--- src/rtl/apu_pkg.sv ---
// Shared types and constants for the alpha plane unfilter block.
package apu_pkg;

  localparam int RES_W    = 8;
  localparam int HDR_W    = 8;
  localparam int LWID_W   = 13;
  localparam int HGT_W    = 15;
  localparam int ROW_W    = 14;
  localparam int CFG_IDX_W = 2;
  localparam int CFG_DATA_W = 15;

  localparam logic [HGT_W-1:0] MAX_HEIGHT = 15'd16384;

  // Register indexes of the configuration port.
  localparam logic [CFG_IDX_W-1:0] REG_HEADER = 2'd0;
  localparam logic [CFG_IDX_W-1:0] REG_WIDTH  = 2'd1;
  localparam logic [CFG_IDX_W-1:0] REG_HEIGHT = 2'd2;

  // Highest legal codes of the compression and preprocessing fields, and the required reserved value.
  localparam logic [1:0] COMP_MAX_LEGAL = 2'd1;
  localparam logic [1:0] PREP_MAX_LEGAL = 2'd1;
  localparam logic [1:0] RESERVED_OK    = 2'd0;

  localparam logic [RES_W-1:0] PIX_MAX = 8'd255;

  typedef enum logic [1:0] {
    FILT_NONE  = 2'd0,
    FILT_HORIZ = 2'd1,
    FILT_VERT  = 2'd2,
    FILT_GRAD  = 2'd3
  } filter_t;

  // Position flags of one pixel, passed from the position counters.
  typedef struct packed {
    logic x_zero;
    logic y_zero;
    logic eoi;
  } pos_flags_t;

  // Decoded header fields.
  typedef struct packed {
    filter_t filter;
    logic    err;
  } hdr_dec_t;

  function automatic hdr_dec_t decode_header(input logic [HDR_W-1:0] hdr);
    hdr_dec_t d;
    d.filter = filter_t'(hdr[3:2]);
    d.err    = (hdr[7:6] != RESERVED_OK) || (hdr[1:0] > COMP_MAX_LEGAL) ||
               (hdr[5:4] > PREP_MAX_LEGAL);
    return d;
  endfunction

endpackage

--- src/rtl/apu_predictor.sv ---
// Predictor selection and reconstruction of one alpha byte.
module apu_predictor (
  input  apu_pkg::hdr_dec_t         hdr,
  input  apu_pkg::pos_flags_t       flags,
  input  logic [apu_pkg::RES_W-1:0] residual,
  input  logic [apu_pkg::RES_W-1:0] left,
  input  logic [apu_pkg::RES_W-1:0] above,
  input  logic [apu_pkg::RES_W-1:0] corner,
  output logic [apu_pkg::RES_W-1:0] value
);

  logic signed [apu_pkg::RES_W+1:0] grad;
  logic [apu_pkg::RES_W-1:0]        grad_clip;
  logic [apu_pkg::RES_W-1:0]        pred;

  always_comb begin
    grad = $signed({2'b00, left}) + $signed({2'b00, above}) -
           $signed({2'b00, corner});
    if (grad < 0) begin
      grad_clip = '0;
    end else if (grad > $signed({2'b00, apu_pkg::PIX_MAX})) begin
      grad_clip = apu_pkg::PIX_MAX;
    end else begin
      grad_clip = grad[apu_pkg::RES_W-1:0];
    end

    pred = '0;
    case (hdr.filter)
      apu_pkg::FILT_NONE: begin
        pred = '0;
      end
      apu_pkg::FILT_HORIZ: begin
        if (!flags.x_zero) pred = left;
        else if (!flags.y_zero) pred = above;
      end
      apu_pkg::FILT_VERT: begin
        if (!flags.y_zero) pred = above;
        else if (!flags.x_zero) pred = left;
      end
      apu_pkg::FILT_GRAD: begin
        if (!flags.x_zero && !flags.y_zero) pred = grad_clip;
        else if (!flags.x_zero) pred = left;
        else if (!flags.y_zero) pred = above;
      end
      default: begin
        pred = '0;
      end
    endcase

    value = hdr.err ? '0 : pred + residual;
  end

endmodule
--- config.mk ---
export PLATFORM = sky130hd
export DESIGN_NAME = apu_predictor
export DESIGN_NICKNAME = d
export VERILOG_FILES = /design/src/rtl/apu_pkg.sv /design/src/rtl/apu_predictor.sv
export SDC_FILE = /design/constraint.sdc
export NUM_CORES = 1
export LEC_CHECK = 0
export BUFFER_PORTS_ARGS = -buffer_cell sky130_fd_sc_hd__buf_2
export CORE_ASPECT_RATIO = 0.6
export CORE_UTILIZATION = 50
export DETAILED_ROUTE_END_ITERATION = 10
export PLACE_DENSITY = 0.77
export SYNTH_ARGS = -nofsm -noshare
export SYNTH_HDL_FRONTEND = slang
export SYNTH_SLANG_ARGS = --single-unit
--- constraint.sdc ---
create_clock -name vclk -period 10.2
set_clock_uncertainty 0.05 [all_clocks]
set_input_delay 2.04 -clock vclk [all_inputs]
set_output_delay 2.04 -clock vclk [all_outputs]
set_load 0.005 [all_outputs]
## Word level (Yosys, flattened, before mapping)

Index checks and enable logic that the tools add are counted.

| storage, ports and cells | value |
|---|---|
| flip-flop bits (word level) | 0 |
| bits of input ports | 38 |
| output and inout port bits | 8 |
| logic and storage cells | 21 |

| cells by class | value |
|---|---|
| add/sub/neg operators | 3 |
| magnitude comparators | 2 |
| eq/ne operators | 3 |
| mux-type cells | 9 |
| reductions and logical operators | 4 |

Operators with widths:

| operator | number |
|---|---|
| 8-bit two-way mux | 8 |
| 8-bit one-hot mux with 4 select lines | 1 |
| 10-bit by 9-bit greater-than comparator with 1-bit output, second input constant | 1 |
| 10-bit by 1-bit < comparator with 1-bit output, second input constant | 1 |
| 9-bit by 8-bit subtractor with 10-bit output | 1 |
| 8-bit by 8-bit adder with 9-bit output | 1 |
| 8-bit adder | 1 |
| 2-bit equality test, second input constant | 2 |
| 2-bit by 1-bit equality test with 1-bit output, second input constant | 1 |
| 1-bit logical NOT | 2 |
| 2-bit logical NOT | 1 |
| 1-bit logical AND | 1 |

## Longest topological paths before layout

| logic depth | value |
|---|---|
| depth after elaboration | 9 |
| mapped depth | 19 |
| depth with buffers taken out | 19 |

## Worst setup path after synthesis

Ideal clock, no wire load.

| timing | value |
|---|---|
| path kind | input to output |
| start | input port left[1] (netlist bit) |
| end | output port value[6] (netlist bit) |
| arrival | 5.599 ns |
| required time | 8.110 ns |
| path slack | 2.511 ns |
| cell stages on the path | 16 |
| path buffers | 0 |
| cell sequence | fa_1 fa_1 a211oi_2 nor3_2 mux2i_1 o31a_1 a221oi_2 a221o_1 ha_1 fa_1 a21o_1 a21oi_1 o21bai_1 a21oi_1 xor2_1 nor2_1 |

| on the way | value |
|---|---|
| longest elaborated chain between the ends | 9 |
| elaborated cells between the ends (all ways) | 13 |
| those cells by class | add/sub: 3; order compare: 2; mux: 8 |

Ends and longest elaborated chain:

| what | RTL line | source |
|---|---|---|
| start: declaration | apu_predictor.sv:6 | `input logic [apu_pkg::RES_W-1:0] left,` |
| 8-bit by 8-bit adder with 9-bit output | apu_predictor.sv:17 | `grad = $signed({2'b00, left}) + $signed({2'b00, above}) -` |
| 9-bit by 8-bit subtractor with 10-bit output | apu_predictor.sv:17 |  |
| 10-bit by 9-bit greater-than comparator with 1-bit output | apu_predictor.sv:21 | `end else if (grad > $signed({2'b00, apu_pkg::PIX_MAX})) begin` |
| 8-bit two-way mux | apu_predictor.sv:21 |  |
| 8-bit two-way mux | apu_predictor.sv:19 | `if (grad < 0) begin` |
| 8-bit two-way mux | apu_predictor.sv:41 | `if (!flags.x_zero && !flags.y_zero) pred = grad_clip;` |
| 8-bit one-hot mux with 4 select lines * | apu_predictor.sv:28 | `case (hdr.filter)` |
| 8-bit adder * | apu_predictor.sv:50 | `value = hdr.err ? '0 : pred + residual;` |
| 8-bit two-way mux * | apu_predictor.sv:50 |  |
| end: declaration | apu_predictor.sv:9 | `output logic [apu_pkg::RES_W-1:0] value` |

Every way passes the cells marked *; elsewhere a longest branch is shown, timed or not.

## Final worst setup path

| timing | value |
|---|---|
| start | input port left[1] (netlist bit) |
| end | output port value[7] (netlist bit) |

The elaborated chain is that of the path after synthesis.

==> out/results.ini <==
[global_routing]
grt_use_met1_pct=42.8
antenna_found_initial=0
use_met3_pct=0.475
globalRoute.busiestLayer=met1
overflow=0
first_global_vias=1301
track_usage_pct=25.7
grt_pass1_wl_mm=6.25
grt.met2_usage_pct=38.3
grt_max_degree=18

[floorplanning]
die_h_um=42.8
coreArea_um2=2560
dieArea_um2=2990
initial_utilization_pct=54.2
dieWidth_um=69.9
rows=14
io_pins=46

[pwr]
peakVddDrop_uv=43.8
comb_power_share_pct=100.0
p_sw_uw=74.3
seqPwrFrac_pct=0
power.total_uw=131
power.density_nw_per_um2=81.0
clockPowerShare_pct=0
swShare_pct=56.7
p_leak_nw=0.849
p_int_uw=56.8

[timing]
max_slew_margin_pct=71.6
report.final.slew_viol_count=0
finalSetupTns_ns=0
hold_ws_ns=4.39
fin_ws_ns=1.82
rsz0062_at_grt=false
fin_crit_sh_pct=82.1
setup_viol_count_final=0
min_period_ns=8.38
max_freq_mhz=119
hold_violations=0
worst_slew_pin_slew_ns=0.420

[detailed_routing]
drt.antenna.violating_nets=0
drtIter0Drc=108
via_per_inst=5.63
avgRoutedWirePerCell_um=13.3
dr.pass1.iters=4
drc=0
totalWireLength_mm=3.59
via_count=1521

[worst_setup_path]
end_kind=output pin
slowest_stage=fa_1
path_class=in -> out
cp_max_fo=6
cp_data_required_time_ns=8.11
path_delay_family=compound AO/OA/AOI/OAI gates
crit_start=left[1]
crit_buf_inv=2
critPathMaxStageDelay_ns=0.53
arrival_ns=6.29
critPathLaunchType=input pin
crit_chain=buf_2 -> fa_1 -> fa_1 -> a211oi_2 -> nor3_2 -> mux2i_1 -> o31a_1 -> a211oi_1 -> a221o_1 -> ha_1 -> nand3_1 -> o211ai_1 -> o41ai_1 -> xnor2_1 -> nor2b_1 -> mux2_1 -> buf_2

[final_layout]
nClkBuffers=0
nNetsFinal=303
area_delta_synth_final_pct=16.9
antenna_cells=0
design.seq.count=0
area.sequential_um2=0
utilization_pct=63.3
drive_gt1_share_pct=23.1
design_area_um2=1620
final_cells=270

[min_path]
hold_class=in -> out
hold_depth=3
hold_path_startpoint=hdr[0]
min_to=value[1]

[logic_synthesis]
synth_warnings=0
avgSynthCellArea_um2=6.89
synth.most_common_cell=inv_1
synth_seq_area_share_pct=0
syn-cell-area_um2=1390
ys_types=44
yosysTopAreaCell=ha_1
synth_fp_nets=264
synthTopCellsByCount=inv_1 (33), a21oi_1 (26), nor2_1 (22), ha_1 (16), nand2_1 (11)
synth_cells=201
synth_area_leaders=ha_1 (14%), fa_1 (13%), a21oi_1 (9.4%), inv_1 (8.9%), nor2_1 (6.0%)
yosys.area.top_type_share_pct=14.5

[placement]
gp_congestion=0.908
io_buffers=45
hpwl_mm=3.10
place_ws_ns=1.85
dpl_cell_area_um2=1620
dp_cells=270

[job]
maxCapViolCount=0

[cts]
ctsHoldBuffers=0
cts-resized-gates=0
postCtsSetupRepairBufs=0

[outcome]
outcome=finished, final reports clean

==> cell families after synthesis <==
family	Yosys count	share of synthesized area [%]
AOI/OAI and AO/OA	71	36.2
adders and majority gates	25	27.5
and+or+nand+nor	52	17.3
buffers and inverters	41	11.2
muxes	2	1.54
xor gates and xnor gates	10	6.32
==> cell usage in the layout, fill, tap and decap left out, types with 2 or more instances in the layout <==
cell type  netlist  routed
a211o_1          2       2
a211oi_1         4       4
a211oi_2         2       2
a21o_1           3       3
a21oi_1         26      26
a221o_1          4       4
buf_2            1      45
fa_1             9       9
ha_1            16      16
inv_1           33      33
nand2_1         11      11
nand2b_1         2       2
nand3_1          4       4
nor2_1          22      22
nor2b_1          6       6
nor3_1           4       4
o211ai_1         4       4
o21ai_0          7       7
o21bai_1         2       2
xnor2_1          5       5
xor2_1           5       5
==> tightest hold or removal path, delay by kind of cell <==
family | cells | cell delay, ns
buffers and inverters | 2 | 0.30
and+or+nand+nor | 1 | 0.06
==> metal layers <==
| metal | part of all wire, % | vias to the layer above |
|---|---|---|
| met2 | 39 | 63 |
| met5 | 0 | - |
| met3 | 7.6 | 0 |
| li1 | - | 786 |
| met1 | 53 | 672 |
| met4 | 0 | 0 |
==> area by class of cell <==
type | instances | area (um^2)
Multi-Input combinational cell | 160 | 1230
Fill cell | 250 | 938
Timing Repair Buffer | 45 | 225
Inverter | 33 | 124
Tap cell | 32 | 40.0
==> worst max-delay path by stage <==
| stage | cells past startpoint | endpoint |
|---|---|---|
| 3_5_place_dp | 17 | value[7] |
| 6_report | 17 | value[7] |
| 3_3_place_gp | 18 | value[6] |
| 4_1_cts | 17 | value[7] |
| 5_1_grt | 19 | value[7] |
| 2_1_floorplan | 16 | value[6] |
==> power by group through the flow <==
stage / sequential [mW] / clock, mW / combinational [mW]
after detailed placement: 0 / 0 / 0.130
after global placement: 0 / 0 / 0.128
after CTS: 0 / 0 / 0.131
final: 0 / 0 / 0.131
after floorplan: 0 / 0 / 0.0973
after global routing: 0 / 0 / 0.148
(Power assumes the default switching activity.)
