**src/rtl/apu_pkg.sv**
```systemverilog
// Shared types and constants for the alpha plane unfilter block.
package apu_pkg;

  localparam int RES_W    = 8;
  localparam int HDR_W    = 8;
  localparam int LWID_W   = 13;
  localparam int HGT_W    = 15;
  localparam int ROW_W    = 14;
  localparam int CFG_IDX_W = 2;
  localparam int CFG_DATA_W = 15;

  localparam logic [HGT_W-1:0] MAX_HEIGHT = 15'd16384;

  // Register indexes of the configuration port.
  localparam logic [CFG_IDX_W-1:0] REG_HEADER = 2'd0;
  localparam logic [CFG_IDX_W-1:0] REG_WIDTH  = 2'd1;
  localparam logic [CFG_IDX_W-1:0] REG_HEIGHT = 2'd2;

  // Highest legal codes of the compression and preprocessing fields, and the required reserved value.
  localparam logic [1:0] COMP_MAX_LEGAL = 2'd1;
  localparam logic [1:0] PREP_MAX_LEGAL = 2'd1;
  localparam logic [1:0] RESERVED_OK    = 2'd0;

  localparam logic [RES_W-1:0] PIX_MAX = 8'd255;

  typedef enum logic [1:0] {
    FILT_NONE  = 2'd0,
    FILT_HORIZ = 2'd1,
    FILT_VERT  = 2'd2,
    FILT_GRAD  = 2'd3
  } filter_t;

  // Position flags of one pixel, passed from the position counters.
  typedef struct packed {
    logic x_zero;
    logic y_zero;
    logic eoi;
  } pos_flags_t;

  // Decoded header fields.
  typedef struct packed {
    filter_t filter;
    logic    err;
  } hdr_dec_t;

  function automatic hdr_dec_t decode_header(input logic [HDR_W-1:0] hdr);
    hdr_dec_t d;
    d.filter = filter_t'(hdr[3:2]);
    d.err    = (hdr[7:6] != RESERVED_OK) || (hdr[1:0] > COMP_MAX_LEGAL) ||
               (hdr[5:4] > PREP_MAX_LEGAL);
    return d;
  endfunction

endpackage

```
**src/rtl/apu_position.sv**
```systemverilog
// Column and row counters that place each pixel in the plane.
module apu_position #(
  parameter int MAX_WIDTH = 4096,
  parameter int CW        = 12
) (
  input  logic                       clk,
  input  logic                       rst_n,
  input  logic                       advance,
  input  logic [apu_pkg::LWID_W-1:0] line_width,
  input  logic [apu_pkg::HGT_W-1:0]  image_height,
  output logic [CW-1:0]              x,
  output apu_pkg::pos_flags_t        flags
);

  localparam logic [apu_pkg::HGT_W-1:0] MAXW = apu_pkg::HGT_W'(MAX_WIDTH);

  logic [CW-1:0]               col_r, col_nxt;
  logic [apu_pkg::ROW_W-1:0]   row_r, row_nxt;
  logic [apu_pkg::HGT_W-1:0]   lw_ext;
  logic [CW:0]                 w_eff;
  logic [apu_pkg::HGT_W-1:0]   h_eff;
  logic [apu_pkg::HGT_W-1:0]   row_tmp;
  logic [apu_pkg::ROW_W-1:0]   y;
  logic [CW:0]                 x_inc;
  logic [apu_pkg::HGT_W-1:0]   y_inc;

  always_comb begin
    lw_ext = {{(apu_pkg::HGT_W-apu_pkg::LWID_W){1'b0}}, line_width};
    if (lw_ext == '0) begin
      w_eff = (CW+1)'(1);
    end else if (lw_ext > MAXW) begin
      w_eff = (CW+1)'(MAX_WIDTH);
    end else begin
      w_eff = lw_ext[CW:0];
    end

    if (image_height == '0) begin
      h_eff = apu_pkg::HGT_W'(1);
    end else if (image_height > apu_pkg::MAX_HEIGHT) begin
      h_eff = apu_pkg::MAX_HEIGHT;
    end else begin
      h_eff = image_height;
    end

    // A column past the row end, left by a narrowed width, starts a new row.
    if ({1'b0, col_r} >= w_eff) begin
      x       = '0;
      row_tmp = {1'b0, row_r} + apu_pkg::HGT_W'(1);
    end else begin
      x       = col_r;
      row_tmp = {1'b0, row_r};
    end
    y = (row_tmp >= h_eff) ? '0 : row_tmp[apu_pkg::ROW_W-1:0];

    x_inc = {1'b0, x} + (CW+1)'(1);
    y_inc = {1'b0, y} + apu_pkg::HGT_W'(1);

    flags.x_zero = (x == '0);
    flags.y_zero = (y == '0);
    flags.eoi    = (x_inc == w_eff) && (y_inc == h_eff);

    if (x_inc >= w_eff) begin
      col_nxt = '0;
      row_nxt = (y_inc >= h_eff) ? '0 : y_inc[apu_pkg::ROW_W-1:0];
    end else begin
      col_nxt = x_inc[CW-1:0];
      row_nxt = y;
    end
  end

  always_ff @(posedge clk) begin
    if (!rst_n) begin
      col_r <= '0;
      row_r <= '0;
    end else if (advance) begin
      col_r <= col_nxt;
      row_r <= row_nxt;
    end
  end

endmodule

```
**config.mk**
```make
export PLATFORM = sky130hd
export DESIGN_NAME = apu_position
export DESIGN_NICKNAME = d
export VERILOG_FILES = /design/src/rtl/apu_pkg.sv /design/src/rtl/apu_position.sv
export SDC_FILE = /design/constraint.sdc
export NUM_CORES = 1
export LEC_CHECK = 0
export ABC_AREA = 0
export BUFFER_PORTS_ARGS = -buffer_cell sky130_fd_sc_hd__buf_2
export CAP_MARGIN = 20
export CORE_MARGIN = 2
export CORE_UTILIZATION = 25
export DETAILED_ROUTE_END_ITERATION = 8
export GPL_ROUTABILITY_DRIVEN = 0
export HOLD_SLACK_MARGIN = 0.03
export PLACE_DENSITY_LB_ADDON = 0.12
export SYNTH_ARGS = -nofsm -noshare
export SYNTH_HDL_FRONTEND = slang
export SYNTH_SLANG_ARGS = --single-unit
```
**constraint.sdc**
```tcl
create_clock -name clk -period 8.8 [get_ports clk]
set_input_delay 0.44 -clock clk [delete_from_list [all_inputs] [get_ports clk]]
set_output_delay 0.44 -clock clk [all_outputs]
set_load 0.02 [all_outputs]
```
## After elaboration in Yosys (flattened, before gate mapping)

Cells that the tools add are included.

- Muxes and demuxes: 10
- Reductions and logical operators: 5
- Magnitude comparators: 6
- Add/sub/neg operators: 3
- Equal/unequal tests: 2

Operators with widths:

| operator | count |
|---|---|
| $mux 15 | 3 |
| $mux 14 | 3 |
| $add 14x1->15 const B | 2 |
| $ge 15x15->1 | 2 |
| $mux 13 | 2 |
| $mux 12 | 2 |
| $eq 15x15->1 | 1 |
| $gt 15x15->1 const B | 1 |
| $logic_not 15->1 | 1 |
| $logic_not 14->1 | 1 |
| $add 12x1->13 const B | 1 |
| $eq 13x13->1 | 1 |
| $ge 12x13->1 | 1 |
| $ge 13x13->1 | 1 |
| $gt 13x13->1 const B | 1 |
| $logic_not 13->1 | 1 |
| $logic_not 12->1 | 1 |
| $logic_and 1x1->1 | 1 |

- Flip-flop bits (word level): 26
- Input bits: 31
- Logic and storage cells: 28
- Output and inout bits: 15

## Depth between registers and ports, before layout

- Depth in word-level cells: 11
- Mapped depth: 34
- Gate-level depth less buffers: 31

## Least setup slack after synthesis

Ideal clock, no wire load.

- Kind: input-to-reg
- From: input line_width[12] (netlist bit)
- To: register row_r[13] (netlist bit)
- Path slack: 1886 ps
- Stages on the path: 34
- Arrival: 6854 ps
- Required time: 8740 ps
- Setup time: 60 ps
- Path buffers: 4
- Cell sequence: inv_1 -> buf_1 -> nand2_1 -> ha_1 -> nand3_1 -> o21bai_1 -> a311o_1 -> buf_6 -> nand3_2 -> nand3_1 -> xnor2_1 -> ha_1 -> nand2_1 -> nor2_1 -> a2111oi_0 -> o21ai_1 -> clkbuf_1 -> nor2_1 -> ha_1 -> and4b_1 -> nand3_1 -> xor2_1 -> nor2_1 -> ha_1 -> a21o_1 -> a21o_1 -> a21oi_1 -> o211ai_1 -> a21oi_1 -> and2_1 -> clkbuf_1 -> o21ai_0 -> mux2i_1 -> o221a_1

- Longest elaborated chain between the ends: 11
- Elaborated cells between the ends (all ways): 15
- Classes of those cells: 2 x add/sub; 5 x order compare; 7 x mux; 1 x reduce/logical

Ends and longest elaborated chain:

| element | RTL line | RTL |
|---|---|---|
| from (decl) | apu_position.sv:9 | `input logic [apu_pkg::LWID_W-1:0] line_width,` |
| $gt 13x13->1 | apu_position.sv:31 | `end else if (lw_ext > MAXW) begin` |
| $mux 13 | apu_position.sv:31 |  |
| $mux 13 (*) | apu_position.sv:29 | `if (lw_ext == '0) begin` |
| $ge 12x13->1 | apu_position.sv:46 | `if ({1'b0, col_r} >= w_eff) begin` |
| $mux 15 | apu_position.sv:46 |  |
| $ge 15x15->1 | apu_position.sv:53 | `y = (row_tmp >= h_eff) ? '0 : row_tmp[apu_pkg::ROW_W-1:0];` |
| $mux 14 | apu_position.sv:53 |  |
| $add 14x1->15 | apu_position.sv:56 | `y_inc = {1'b0, y} + apu_pkg::HGT_W'(1);` |
| $ge 15x15->1 | apu_position.sv:64 | `row_nxt = (y_inc >= h_eff) ? '0 : y_inc[apu_pkg::ROW_W-1:0];` |
| $mux 14 | apu_position.sv:64 |  |
| $mux 14 (*) | apu_position.sv:62 | `if (x_inc >= w_eff) begin` |
| to (signal assigned) | apu_position.sv:77 | `row_r <= row_nxt;` |
| to (decl) | apu_position.sv:18 | `logic [apu_pkg::ROW_W-1:0] row_r, row_nxt;` |

Every way passes the cells marked *; elsewhere a longest branch is shown, timed or not.
A chain may end at the register's enable or synchronous reset.

## Worst setup path in the final report

- From: input line_width[12] (netlist bit)
- To: register row_r[4] (netlist bit)

The elaborated chain is that of the path after synthesis.

==> results.md <==
* Hold_ws at 0.5195 ns
* Initial antenna violation count at 0
* Sequential cell area at 520.5 sq um
* Reg2Reg Setup Slack at 1.15 ns
* Clock buffer depth at 2
* FP Rows at 44
* Net Switching at 0.1218 mW
* Fmax at 0.1251 GHz
* Part of the power in registers at 36.4%
* Net Sw Frac at 35.13%
* Syn Inst Count at 509
* Sink Count at 26
* P_int at 0.2249 mW
* CTS Buf Count at 3
* Routed WL at 12.28 mm
* Max VDD drop at 60.56 uV
* Fillcell total at 1619
* I/O Buffers at 45
* Pwr/cell area at 82.68 nW/um^2
* Core Region at 14640 sq um
* Clock skew at 0.005230 ns
* Gates resized, CTS repair at 0
* Die area at 16080 sq um
* Worst skew pair latency at 0.27 ns
* Slew @ Worst Pin at 0.8485 ns
* Ys async rst share at 0%
* Setup WS pre-CTS at 0.2464 ns
* DP HPWL at 9.918 mm
* H-tree levels at 1
* Root buf cell: clkbuf_16
* Ant diodes at 0
* WP data arrival at 8.11 ns
* Clock transition at the registers of the reported paths at 0.07 ns
* Die Width at 126.8 microns
* Clock power share at 31.2%
* Post-synthesis register bit count at 26
* All-layer global routing usage at 15.13%
* Global-route wire length before repair at 19.64 mm
* Highest-count cells in the layout ignoring fill and taps: ha_1 (60), nand2_1 (51), buf_2 (46), nor2_1 (40), a21oi_1 (36)
* Post-CTS setup buffer count at 0
* Die span in y at 126.8 microns
* Combinational group share of total power at 32.4%
* First-iteration detailed-routing DRC count at 183
* Multi-input gate area at 3035 sq um
* Endpoints failing setup at 0
* Final TNS setup at 0 ns
* Gr ovfl total at 0
* Crit path largest cell delay at 0.61 ns
* Initial Util at 25.75%
* Syn nets at 600
* Non-filler cells, final at 719
* Synth warn at 0
* DP Cell Count at 716
* Crit end category: flip-flop
* Number of hold violations in the final report at 0
* Pre-antenna DRT Iters at 5
* Vias in the first global route at 3694
* Via count at 3752
* Hold buffers post-CTS at 0
* Number of synthesized flops with an enable pin at 0
* Routed WL per cell at 17.08 microns
* Netlist Area Pre-Place at 3771 sq um
* Worst Hold Class: reg -> reg
* Crit path time final at 7.996 ns
* Nets at 628
* Period utilisation layout at 90.86%
* Yosys cell types at 65
* RSZ-0062 raised after global routing: no
* Final Max Tran Viols at 0
* Seq/Total Area, Yosys at 13.80%
* IO Pins at 46
* Via-to-Cell Ratio at 5.218
* Worst EP required at 8.92 ns
* TritonCTS clock tree: done
* Share of post-route cells with drive strength above 1 at 13.27%
* Crit path setup slack, layout at 0.8042 ns
* Crit path kind: in -> reg
* Hold Startpoint: col_r[0]
* Worst Setup SP: line_width[12]
* Syn avg cell area at 7.409 sq um
* Commonest non-fill, non-tap cell in the layout: ha_1
* Largest net degree at the start of global routing at 50
* Worst slew margin at 43.37%
* CP dominant cell by count: ha_1
* Leak at 1.860 nW
* Layout area overhead at 11.18%
* Slowest-stage cell, CP: a311o_1
* Number of antenna-violating nets in the routed design at 0
* R2R Path Start: col_r[3]
* Max-cap violations at 0
* Startpoint Class: primary input
* Drt drc at 0
* CP max FO at 15
* Status: completed
* Post-synth top flop: dfxtp_1
[per-layer routing]
metal  track usage (%)  vias to the layer above  share of wire (%)  wire [microns]
li1                  -                     1912                  -               -
met3             1.181                       17                3.2             394
met4             4.654                        0                1.9             228
met2             26.91                       84                 48            5857
met1             19.46                     1739                 47            5798
met5                 0                        -                  0               0
[power by group through the flow]
stage,combinational (mW),sequential (mW),clock (mW)
5_1_grt,0.129,0.127,0.113
4_1_cts,0.113,0.126,0.111
3_5_place_dp,0.113,0.129,0
6_report,0.112,0.126,0.108
2_1_floorplan,0.0809,0.126,0
3_3_place_gp,0.112,0.129,0
[state kept, by name (all words and copies together), names as in the netlist]
signal  count
col_r      12
row_r      14
[synth_stat cells, drive strengths merged (2+ instances only)]
master | number | area (sq um)
a2111oi | 2 | 17.52
a211oi | 2 | 15.01
a21o | 4 | 30.03
a21oi | 36 | 180.2
a221o | 2 | 20.02
a22oi | 2 | 15.01
a311oi | 5 | 56.31
a31o | 2 | 17.52
a31oi | 17 | 118.9
and2 | 10 | 62.56
and3 | 15 | 103.9
and4 | 3 | 26.28
buf | 5 | 36.28
clkbuf | 18 | 90.09
dfxtp | 26 | 520.5
ha | 60 | 750.7
inv | 25 | 93.84
mux2i | 4 | 40.04
nand2 | 51 | 191.4
nand2b | 11 | 68.82
nand3 | 34 | 180.2
nand4 | 18 | 112.6
nor2 | 40 | 150.1
nor2b | 14 | 95.09
nor3 | 11 | 55.05
nor4 | 10 | 77.57
o211ai | 2 | 15.01
o21a | 4 | 30.03
o21ai | 20 | 103.9
o21bai | 2 | 18.77
o22ai | 4 | 25.02
or3 | 2 | 12.51
xnor2 | 20 | 175.2
xor2 | 13 | 128.9
[cell type report]
class                   instances  area share (%)
multi-input cells             434           72.40
inverters                      25           2.238
flip-flops and latches         26           12.41
repair buffers                 47           5.670
well taps                     184           5.491
clock buffers                   3           1.791
[critical path, delay by kind of cell]
kind                       cells  cell delay, ns
xor gates and xnor gates       2            0.79
AOI/OAI and AO/OA             10            2.30
buffers and inverters          4            0.80
and+or+nand+nor               11            2.52
adders and majority gates      4            1.24
[logic make-up after synthesis]
kind of cell / Yosys count / synth area share, %
AND/OR/NAND/NOR: 226 / 31.75
AO/OA/AOI/OAI: 110 / 19.01
adder cells (fa/ha/maj): 60 / 19.91
buffers and inverters: 49 / 6.105
XOR/XNOR: 33 / 8.062
flip-flops: 26 / 13.80
multiplexers: 5 / 1.360
[metrics by stage]
step	power, mW	instance area (sq um)	utilization [%]
after floorplan	0.2073	3771	-
after global placement	0.2411	4099	27.99
after detailed placement	0.2418	4104	28.02
after CTS	0.3506	4179	28.54
after global routing	0.3693	4193	28.63
final	0.3467	4193	28.63
[final timing paths]
| kind | to | depth (start not counted) |
|---|---|---|
| max | row_r[4] | 31 |
| min reg2reg | col_r[0] | 2 |
| min | col_r[0] | 2 |
| max reg2reg | row_r[4] | 28 |
(Power assumes the default switching activity.)
